[src/sv/assert_macros.svh]
// Assertion macros for the pose integrator RTL.
// Needs a clock named clk and an active-low reset named rst_n in scope.
`ifndef ASSERT_MACROS_SVH
`define ASSERT_MACROS_SVH
// same-cycle implication
`define ASSERT_IMPL(lbl, ante, cons) \
    lbl: assert property (@(posedge clk) disable iff (!rst_n) (ante) |-> (cons)) \
        else $error("assertion failed");
// next-cycle implication
`define ASSERT_NEXT(lbl, ante, cons) \
    lbl: assert property (@(posedge clk) disable iff (!rst_n) (ante) |=> (cons)) \
        else $error("assertion failed");
`endif

[src/sv/ddpi_pkg.sv]
// Types, constants and small functions of the pose integrator.
// No dependencies.
package ddpi_pkg;

    typedef struct packed {
        logic               kind;
        logic signed [15:0] commanded_speed;
        logic signed [15:0] commanded_yaw_rate;
        logic        [15:0] elapsed_us;
    } in_item_t;

    typedef struct packed {
        logic signed [31:0] pose_x;
        logic signed [31:0] pose_y;
        logic signed [15:0] quat_z;
        logic signed [15:0] quat_w;
        logic signed [15:0] speed_echo;
        logic signed [15:0] yaw_rate_echo;
        logic signed [15:0] acceleration;
        logic               accel_valid;
    } out_item_t;

    localparam logic [1:0]  CFG_START_X       = 2'd0;
    localparam logic [1:0]  CFG_START_Y       = 2'd1;
    localparam logic [1:0]  CFG_START_HEADING = 2'd2;

    localparam logic        KIND_LOAD  = 1'b1;

    localparam logic [63:0] HEAD_K     = 64'd716770142;
    localparam logic [33:0] CORDIC_X0  = 34'd652032874;
    // ceil(2^48 / 15625): exact floor division by 15625 below 2^34
    localparam logic [63:0] POS_RECIP  = 64'd18014398510;
    localparam logic [63:0] POS_HALF   = 64'd2097152000000;
    localparam logic [19:0] ACC_SCALE  = 20'd1000000;
    localparam logic [6:0]  DIV_BITS   = 7'd64;
    localparam int          MAX_STEPS  = 24;

    function automatic logic [31:0] ddpi_atan(input logic [4:0] i);
        logic [31:0] r;
        case (i)
            5'd0:    r = 32'h20000000;
            5'd1:    r = 32'h12E4051D;
            5'd2:    r = 32'h09FB385B;
            5'd3:    r = 32'h051111D4;
            5'd4:    r = 32'h028B0D43;
            5'd5:    r = 32'h0145D7E1;
            5'd6:    r = 32'h00A2F61E;
            5'd7:    r = 32'h00517C55;
            5'd8:    r = 32'h0028BE53;
            5'd9:    r = 32'h00145F2E;
            5'd10:   r = 32'h000A2F98;
            5'd11:   r = 32'h000517CC;
            5'd12:   r = 32'h00028BE6;
            5'd13:   r = 32'h000145F3;
            5'd14:   r = 32'h0000A2F9;
            5'd15:   r = 32'h0000517C;
            5'd16:   r = 32'h000028BE;
            5'd17:   r = 32'h0000145F;
            5'd18:   r = 32'h00000A2F;
            5'd19:   r = 32'h00000517;
            5'd20:   r = 32'h0000028B;
            5'd21:   r = 32'h00000145;
            5'd22:   r = 32'h000000A2;
            5'd23:   r = 32'h00000051;
            default: r = 32'h0;
        endcase
        return r;
    endfunction

    // Q1.30 to Q1.14, ties up, clamped
    function automatic logic signed [15:0] ddpi_quat(input logic signed [33:0] v);
        logic signed [34:0] t;
        logic signed [18:0] q;
        logic signed [15:0] r;
        t = 35'(v) + 35'sd32768;
        q = 19'(t >>> 16);
        if (q > 19'sd16384)
            r = 16'sd16384;
        else if (q < -19'sd16384)
            r = -16'sd16384;
        else
            r = 16'(q);
        return r;
    endfunction

endpackage

[src/sv/diff_drive_pose_integrator.sv]
// Differential-drive pose integrator: Euler steps with CORDIC sin and cos.
// Depends on ddpi_pkg and assert_macros.svh.
//
//  channel  | signals                          | carries
//  in       | in_valid, in_ready, in_data      | tick or load request
//  out      | out_valid, out_ready, out_data   | pose, quaternion, echoes, acceleration
//  cfg      | cfg_we, cfg_index, cfg_data      | start pose registers
//
// A tick runs the shared shift-add multiplier (heading product; per axis speed,
// dt and two reciprocal products), the 64-step acceleration divider when elapsed_us
// is nonzero, and the CORDIC loop twice.
// A load runs the CORDIC loop once. in_ready is high only while idle.
// A finished result waits in the output register; a new request is taken
// meanwhile, and its result holds in S_FIN until the register is free.
// Reset clears pose, heading, previous speed and start registers.
`include "assert_macros.svh"
module diff_drive_pose_integrator
    import ddpi_pkg::*;
#(
    parameter int CORDIC_STEPS = 16
) (
    input  logic        clk,
    input  logic        rst_n,
    input  logic        in_valid,
    output logic        in_ready,
    input  in_item_t    in_data,
    output logic        out_valid,
    input  logic        out_ready,
    output out_item_t   out_data,
    input  logic        cfg_we,
    input  logic [1:0]  cfg_index,
    input  logic [31:0] cfg_data
);

    localparam int STEPS = (CORDIC_STEPS > MAX_STEPS) ? MAX_STEPS : CORDIC_STEPS;

    typedef enum logic [14:0] {
        S_IDLE   = 15'b000000000000001,
        S_HMUL   = 15'b000000000000010,
        S_HUPD   = 15'b000000000000100,
        S_CORD   = 15'b000000000001000,
        S_PSET   = 15'b000000000010000,
        S_PMUL1  = 15'b000000000100000,
        S_PMUL2  = 15'b000000001000000,
        S_PREC1  = 15'b000000010000000,
        S_PREC2  = 15'b000000100000000,
        S_PUPD   = 15'b000001000000000,
        S_ADIV   = 15'b000010000000000,
        S_AUPD   = 15'b000100000000000,
        S_QSTART = 15'b001000000000000,
        S_QCORD  = 15'b010000000000000,
        S_FIN    = 15'b100000000000000
    } state_t;

    state_t             state_reg;
    in_item_t           in_reg;
    out_item_t          out_reg;
    logic               out_valid_reg;
    logic [31:0]        start_x_reg, start_y_reg, start_h_reg;
    logic [31:0]        pos_x_reg, pos_y_reg, heading_reg;
    logic signed [15:0] prev_speed_reg;
    logic [63:0]        op_a_reg, op_b_reg, acc_reg;
    logic [16:0]        nh_reg;
    logic               neg_reg;
    logic [6:0]         cnt_reg;
    logic signed [33:0] cx_reg, cy_reg, ca_reg;
    logic               flip_reg;
    logic [4:0]         ci_reg;
    logic               axis_reg;
    logic signed [15:0] accel_reg;
    logic               accel_ok_reg;

    logic               accept;
    logic signed [32:0] wdt;
    logic [32:0]        wdt_mag;
    logic [63:0]        prod_s, prod_rnd;
    logic [31:0]        head_new, cor_angle;
    logic signed [33:0] cor_a0;
    logic               cor_flip0;
    logic signed [33:0] xs, ys, at, nx, ny, na;
    logic               cor_last;
    logic [63:0]        rem_sh;
    logic               rem_ge;
    logic signed [33:0] c_sel;
    logic [33:0]        c_mag;
    logic [16:0]        v_mag;
    logic signed [16:0] diff;
    logic [16:0]        diff_mag;
    logic [36:0]        diff_scaled;
    logic [63:0]        pos_n;
    logic [31:0]        q_signed;

    assign accept    = in_valid && in_ready;
    assign in_ready  = (state_reg == S_IDLE);
    assign out_valid = out_valid_reg;
    assign out_data  = out_reg;

    always_comb
    begin
        wdt      = $signed(in_data.commanded_yaw_rate) * $signed({1'b0, in_data.elapsed_us});
        wdt_mag  = wdt[32] ? 33'(-wdt) : 33'(wdt);
        prod_s   = neg_reg ? (64'd0 - acc_reg) : acc_reg;
        prod_rnd = prod_s + 64'h8000_0000;
        head_new = heading_reg + prod_rnd[63:32];
        cor_angle = (state_reg == S_HUPD) ? head_new : {1'b0, heading_reg[31:1]};
        cor_a0    = {{2{cor_angle[31]}}, cor_angle};
        cor_flip0 = 1'b0;
        if (cor_a0 > 34'sd1073741824)
        begin
            cor_a0    = cor_a0 - 34'sd2147483648;
            cor_flip0 = 1'b1;
        end
        else if (cor_a0 < -34'sd1073741824)
        begin
            cor_a0    = cor_a0 + 34'sd2147483648;
            cor_flip0 = 1'b1;
        end
        xs = cx_reg >>> ci_reg;
        ys = cy_reg >>> ci_reg;
        at = $signed({2'b00, ddpi_atan(ci_reg)});
        if (!ca_reg[33])
        begin
            nx = cx_reg - ys;
            ny = cy_reg + xs;
            na = ca_reg - at;
        end
        else
        begin
            nx = cx_reg + ys;
            ny = cy_reg - xs;
            na = ca_reg + at;
        end
        cor_last = (ci_reg == 5'(STEPS - 1));
        if (cor_last && flip_reg)
        begin
            nx = -nx;
            ny = -ny;
        end
        rem_sh   = {acc_reg[62:0], op_a_reg[63]};
        rem_ge   = (rem_sh >= op_b_reg);
        c_sel    = axis_reg ? cy_reg : cx_reg;
        c_mag    = c_sel[33] ? 34'(-c_sel) : 34'(c_sel);
        v_mag    = in_reg.commanded_speed[15] ? 17'(-17'(in_reg.commanded_speed))
                                              : 17'(in_reg.commanded_speed);
        diff     = 17'(in_reg.commanded_speed) - 17'(prev_speed_reg);
        diff_mag = diff[16] ? 17'(-diff) : 17'(diff);
        diff_scaled = 37'(diff_mag) * 37'(ACC_SCALE);
        // rounded product; /2^28 by bit select, /15625 by reciprocal in two halves
        pos_n    = acc_reg + POS_HALF;
        q_signed = neg_reg ? (32'd0 - acc_reg[62:31]) : acc_reg[62:31];
    end

    always_ff @(posedge clk or negedge rst_n)
    begin
        if (!rst_n)
        begin
            state_reg      <= S_IDLE;
            out_valid_reg  <= 1'b0;
            start_x_reg    <= '0;
            start_y_reg    <= '0;
            start_h_reg    <= '0;
            pos_x_reg      <= '0;
            pos_y_reg      <= '0;
            heading_reg    <= '0;
            prev_speed_reg <= '0;
        end
        else
        begin
            if (cfg_we)
            begin
                case (cfg_index)
                    CFG_START_X:       start_x_reg <= cfg_data;
                    CFG_START_Y:       start_y_reg <= cfg_data;
                    CFG_START_HEADING: start_h_reg <= cfg_data;
                    default:           ;
                endcase
            end
            if (out_valid_reg && out_ready && (state_reg != S_FIN))
                out_valid_reg <= 1'b0;

            case (state_reg)
                S_IDLE:
                begin
                    if (accept)
                    begin
                        in_reg       <= in_data;
                        accel_reg    <= '0;
                        accel_ok_reg <= 1'b0;
                        if (in_data.kind == KIND_LOAD)
                        begin
                            pos_x_reg   <= start_x_reg;
                            pos_y_reg   <= start_y_reg;
                            heading_reg <= start_h_reg;
                            state_reg   <= S_QSTART;
                        end
                        else
                        begin
                            op_a_reg  <= 64'(wdt_mag);
                            op_b_reg  <= HEAD_K;
                            acc_reg   <= '0;
                            neg_reg   <= wdt[32];
                            state_reg <= S_HMUL;
                        end
                    end
                end
                S_HMUL, S_PMUL1, S_PMUL2, S_PREC1, S_PREC2:
                begin
                    if (op_b_reg == 64'd0)
                    begin
                        case (state_reg)
                            S_HMUL:  state_reg <= S_HUPD;
                            S_PMUL1:
                            begin
                                op_a_reg  <= acc_reg;
                                op_b_reg  <= 64'(in_reg.elapsed_us);
                                acc_reg   <= '0;
                                state_reg <= S_PMUL2;
                            end
                            S_PMUL2:
                            begin
                                op_a_reg  <= POS_RECIP;
                                op_b_reg  <= 64'(pos_n[44:28]);
                                nh_reg    <= pos_n[61:45];
                                acc_reg   <= '0;
                                state_reg <= S_PREC1;
                            end
                            S_PREC1:
                            begin
                                op_a_reg  <= POS_RECIP;
                                op_b_reg  <= 64'(nh_reg);
                                acc_reg   <= {17'd0, acc_reg[63:17]};
                                state_reg <= S_PREC2;
                            end
                            default: state_reg <= S_PUPD;
                        endcase
                    end
                    else
                    begin
                        if (op_b_reg[0])
                            acc_reg <= acc_reg + op_a_reg;
                        op_a_reg <= {op_a_reg[62:0], 1'b0};
                        op_b_reg <= {1'b0, op_b_reg[63:1]};
                    end
                end
                S_HUPD, S_QSTART:
                begin
                    if (state_reg == S_HUPD)
                        heading_reg <= head_new;
                    cx_reg    <= $signed(CORDIC_X0);
                    cy_reg    <= '0;
                    ca_reg    <= cor_a0;
                    flip_reg  <= cor_flip0;
                    ci_reg    <= '0;
                    axis_reg  <= 1'b0;
                    state_reg <= (state_reg == S_HUPD) ? S_CORD : S_QCORD;
                end
                S_CORD, S_QCORD:
                begin
                    cx_reg <= nx;
                    cy_reg <= ny;
                    ca_reg <= na;
                    ci_reg <= ci_reg + 5'd1;
                    if (cor_last)
                        state_reg <= (state_reg == S_CORD) ? S_PSET : S_FIN;
                end
                S_PSET:
                begin
                    op_a_reg  <= 64'(c_mag);
                    op_b_reg  <= 64'(v_mag);
                    acc_reg   <= '0;
                    neg_reg   <= c_sel[33] ^ in_reg.commanded_speed[15];
                    state_reg <= S_PMUL1;
                end
                S_ADIV:
                begin
                    acc_reg  <= rem_ge ? (rem_sh - op_b_reg) : rem_sh;
                    op_a_reg <= {op_a_reg[62:0], rem_ge};
                    cnt_reg  <= cnt_reg - 7'd1;
                    if (cnt_reg == 7'd1)
                        state_reg <= S_AUPD;
                end
                S_PUPD:
                begin
                    if (!axis_reg)
                    begin
                        pos_x_reg <= pos_x_reg + q_signed;
                        axis_reg  <= 1'b1;
                        state_reg <= S_PSET;
                    end
                    else
                    begin
                        pos_y_reg      <= pos_y_reg + q_signed;
                        prev_speed_reg <= in_reg.commanded_speed;
                        if (in_reg.elapsed_us != 16'd0)
                        begin
                            op_a_reg  <= 64'(diff_scaled) + 64'(in_reg.elapsed_us[15:1]);
                            op_b_reg  <= 64'(in_reg.elapsed_us);
                            acc_reg   <= '0;
                            neg_reg   <= diff[16];
                            cnt_reg   <= DIV_BITS;
                            state_reg <= S_ADIV;
                        end
                        else
                            state_reg <= S_QSTART;
                    end
                end
                S_AUPD:
                begin
                    accel_ok_reg <= 1'b1;
                    if (!neg_reg)
                        accel_reg <= (op_a_reg > 64'd32767) ? 16'sd32767 : 16'(op_a_reg);
                    else
                        accel_reg <= (op_a_reg > 64'd32768) ? -16'sd32768
                                                            : 16'(64'd0 - op_a_reg);
                    state_reg <= S_QSTART;
                end
                S_FIN:
                begin
                    if (!out_valid_reg || out_ready)
                    begin
                        out_reg.pose_x        <= pos_x_reg;
                        out_reg.pose_y        <= pos_y_reg;
                        out_reg.quat_z        <= ddpi_quat(cy_reg);
                        out_reg.quat_w        <= ddpi_quat(cx_reg);
                        out_reg.speed_echo    <= in_reg.commanded_speed;
                        out_reg.yaw_rate_echo <= in_reg.commanded_yaw_rate;
                        out_reg.acceleration  <= accel_reg;
                        out_reg.accel_valid   <= accel_ok_reg;
                        out_valid_reg         <= 1'b1;
                        state_reg             <= S_IDLE;
                    end
                end
                default: state_reg <= S_IDLE;
            endcase
        end
    end

    `ASSERT_NEXT(a_busy_after_req, accept, !in_ready)
    `ASSERT_IMPL(a_cordic_index, (state_reg == S_CORD) || (state_reg == S_QCORD), ci_reg < 5'(STEPS))
    `ASSERT_IMPL(a_recip_high, state_reg == S_PREC2, op_b_reg[63:17] == '0)
    `ASSERT_IMPL(a_accel_zero, out_valid_reg && !out_reg.accel_valid, out_reg.acceleration == 16'sd0)

endmodule
[config.mk]
export PLATFORM = sky130hd
export DESIGN_NAME = diff_drive_pose_integrator
export DESIGN_NICKNAME = d
export VERILOG_FILES = /design/src/sv/ddpi_pkg.sv /design/src/sv/diff_drive_pose_integrator.sv
export VERILOG_INCLUDE_DIRS = /design/src /design/src/sv
export SDC_FILE = /design/constraint.sdc
export NUM_CORES = 2
export LEC_CHECK = 0
export ABC_AREA = 1
export BUFFER_PORTS_ARGS = -buffer_cell sky130_fd_sc_hd__buf_4
export CORE_AREA = 5 5 426 428
export DETAILED_ROUTE_END_ITERATION = 8
export DIE_AREA = 0 0 431 433
export SLEW_MARGIN = 20
export SYNTH_ARGS = -nofsm -noshare
export SYNTH_HDL_FRONTEND = slang
export SYNTH_SLANG_ARGS = --single-unit
[constraint.sdc]
create_clock -name clk -period 10.62 [get_ports clk]
set_input_delay 3.186 -clock clk [delete_from_list [all_inputs] [get_ports clk]]
set_output_delay 3.186 -clock clk [all_outputs]
set_load 0.01 [all_outputs]
==> qor.yml <==
synth:
  yosysTopAreaCellShare_pct: 19.1
  synth_ff_type: "edfxtp_1"
  synth.area.top_cells: "edfxtp_1 19%, nand2_1 13%, ha_1 9.0%, inv_1 7.5%, dfrtp_1 7.1%"
  yosysMostFrequentCell: "nand2_1"
  netlist_top_cells_count: "2775 x nand2_1, 1575 x inv_1, 1010 x nor2_1"
  syn_area_per_cell_um2: 7.06
  syn-instance-count: 11201
  synth_fp_nets: 12112
  syn_area_mm2: 0.0791
  ys_seq_area_share_pct: 26.9
  synth_cell_type_count: 90
  ys_warn_count: 0
  ys_async_sr_fraction_pct: 29.6
  synth-seq-cells: 756
  synth-edff-count: 502
  yosys.area.top_type: "edfxtp_1"
clock_network:
  post-cts-setup-buffers: 0
  clock_sinks: 756
  holdBufCountCts: 0
  clk_latency_ns: 0.77
  clock_path_buffers: 3
  htree_levels: 3
  cts_resized: 0
  clockRootBuffer: "clkbuf_16"
  cts_made_buffers: 94
  cts_tree: "built"
  clkTransAtPathRegs_ns: 0.07
finish:
  fin_nets: 12207
  nFillCells: 18122
  stdcell_count: 13737
  largest_reg_flops: 145
  drive_gt1_share_pct: 7.31
  syn_to_final_growth_pct: 9.35
  stdcell_area_mm2: 0.0865
  postLayoutCoreUtil_pct: 48.7
timing:
  post-route-min-period_ns: 9.34
  tns_ns: 0
  setup_viol_count_final: 0
  skew_ns: 0.0794
  grt_setup_unrepaired: "no"
  drv_slew: 0
  max_slew_margin_pct: 13.0
  fmax_mhz: 107
  tightest_slew_ns: 1.29
  hold_viol: 0
  fin_crit_sh_pct: 87.9
drt:
  finalWirelength_um: 323000
  drtIter0Drc: 7461
  ant_nets: 0
  drc: 1
  viasPerCell: 5.70
  drtPass1Iterations: 9
  vias: 78315
  wl_per_cell_um: 23.5
outcome:
  failed_checks: "DRC"
  status: "finished, violations left"
setup_path:
  cpMaxStageDelayCell: "a31oi_1"
  crit_arrival_ns: 9.79
  worstSetupPathType: "reg2reg"
  max_stage_delay_ns: 0.70
  critPathCaptureType: "register"
  crit_top_cell: "nand2_1"
  start_kind: "register"
  cp_max_fo: 10
  worstPathRequired_ns: 11.08
place:
  placed_area_mm2: 0.0831
  dpl.hpwl_um: 259000
  port_buffers: 234
  dp.cells: 13555
  gp_congestion: 1.02
global_route:
  antenna_found_initial: 13
  grt_overflow: 0
  grt_pass1_wl_um: 477000
  grt_start_max_net_pins: 83
  grt_usage_pct: 33.6
  grt_pass1_vias: 75953
floorplanning:
  rows: 155
  fp.dieArea_mm2: 0.187
  initial_core_util_pct: 44.6
  core_mm2: 0.177
  die_y_um: 433
  die_x_um: 431
  io_pins: 235
run:
  cap_viol_max_count: 0
hold_path:
  min-delay-path-class: "reg2reg"
-- metal layers --
| layer | share of wire, % | vias up | global-route usage (%) |
|---|---|---|---|
| li1 | - | 37162 | - |
| met1 | 41 | 37257 | 42.4 |
| met2 | 47 | 3160 | 57.2 |
| met3 | 6.6 | 726 | 3.79 |
| met4 | 5.8 | 10 | 16.7 |
| met5 | 0.019 | - | 0 |
-- critical path: cells and delay by family (launching register included) --
family / cells / cell delay, ns
simple gates: 16 / 2.26
flops: 1 / 0.46
compound gates: 4 / 1.09
xor+xnor: 2 / 0.80
buf+inv: 7 / 0.85
fa+ha+maj: 9 / 3.61
-- kinds of logic (layout without fill, tap and decap cells) --
family / after synthesis / in the layout / synth area share [%]
other: 0 / 7 / 0
AO/OA/AOI/OAI: 2164 / 2164 / 15.5
XOR/XNOR: 474 / 474 / 5.37
flip-flops: 756 / 756 / 26.9
multiplexers: 14 / 14 / 0.177
adder cells (fa/ha/maj): 823 / 823 / 15.4
AND/OR/NAND/NOR: 5011 / 5011 / 26.9
buffers and inverters: 1959 / 2133 / 9.67
-- per-stage QoR --
stage / hold WS (ns) / worst slack (ns)
floorplan: 0.400 / 1.02
global placement: 0.403 / 0.674
detailed placement: 0.405 / 0.672
CTS: 0.405 / 1.30
global route: 0.416 / 0.669
finish: 0.404 / 1.28
-- cell usage in the layout, fill, tap and decap left out, types with 128 or more instances in the layout --
cell,count
nand2_1,2774
inv_1,1573
nor2_1,1006
o21ai_0,845
a21oi_1,674
nand3_1,599
ha_1,569
edfxtp_1,502
xor2_1,335
buf_4,329
fa_1,254
dfrtp_1,223
nor3_1,138
nand4_1,134
xnor2_1,128
-- final timing paths --
path / startpoint / endpoint / slack (ns) / cells after the start
max reg2reg: in_reg[32]$_DFFE_PP_ / op_a_reg[29]$_DFFE_PP_ / 1.28 / 38
min in group asynchronous: rst_n / start_h_reg[7]$_DFFE_PN0P_ / 2.39 / 1
min reg2reg: accel_reg[2]$_SDFFCE_PN0P_ / out_data[3]$_DFFE_PP_ / 0.40 / 0
max in group asynchronous: rst_n / heading_reg[2]$_DFFE_PN0P_ / 5.44 / 4
min: accel_reg[2]$_SDFFCE_PN0P_ / out_data[3]$_DFFE_PP_ / 0.40 / 0
max: in_reg[32]$_DFFE_PP_ / op_a_reg[29]$_DFFE_PP_ / 1.28 / 38
-- final cells by class --
class	count	area (um^2)	share of cell area [%]
Antenna cell	7	17.5	0.0203
Tap cell	2355	2950	3.41
Inverter	1628	6110	7.06
Clock buffer	117	2570	2.98
Timing Repair Buffer	330	2480	2.87
Clock inverter	58	788	0.911
Sequential cell	756	21300	24.6
Multi-Input combinational cell	8486	50300	58.1
Power is left out: the tool's default activity adds up to more than one toggle a clock period on the data nets, which glitch-free logic cannot reach.
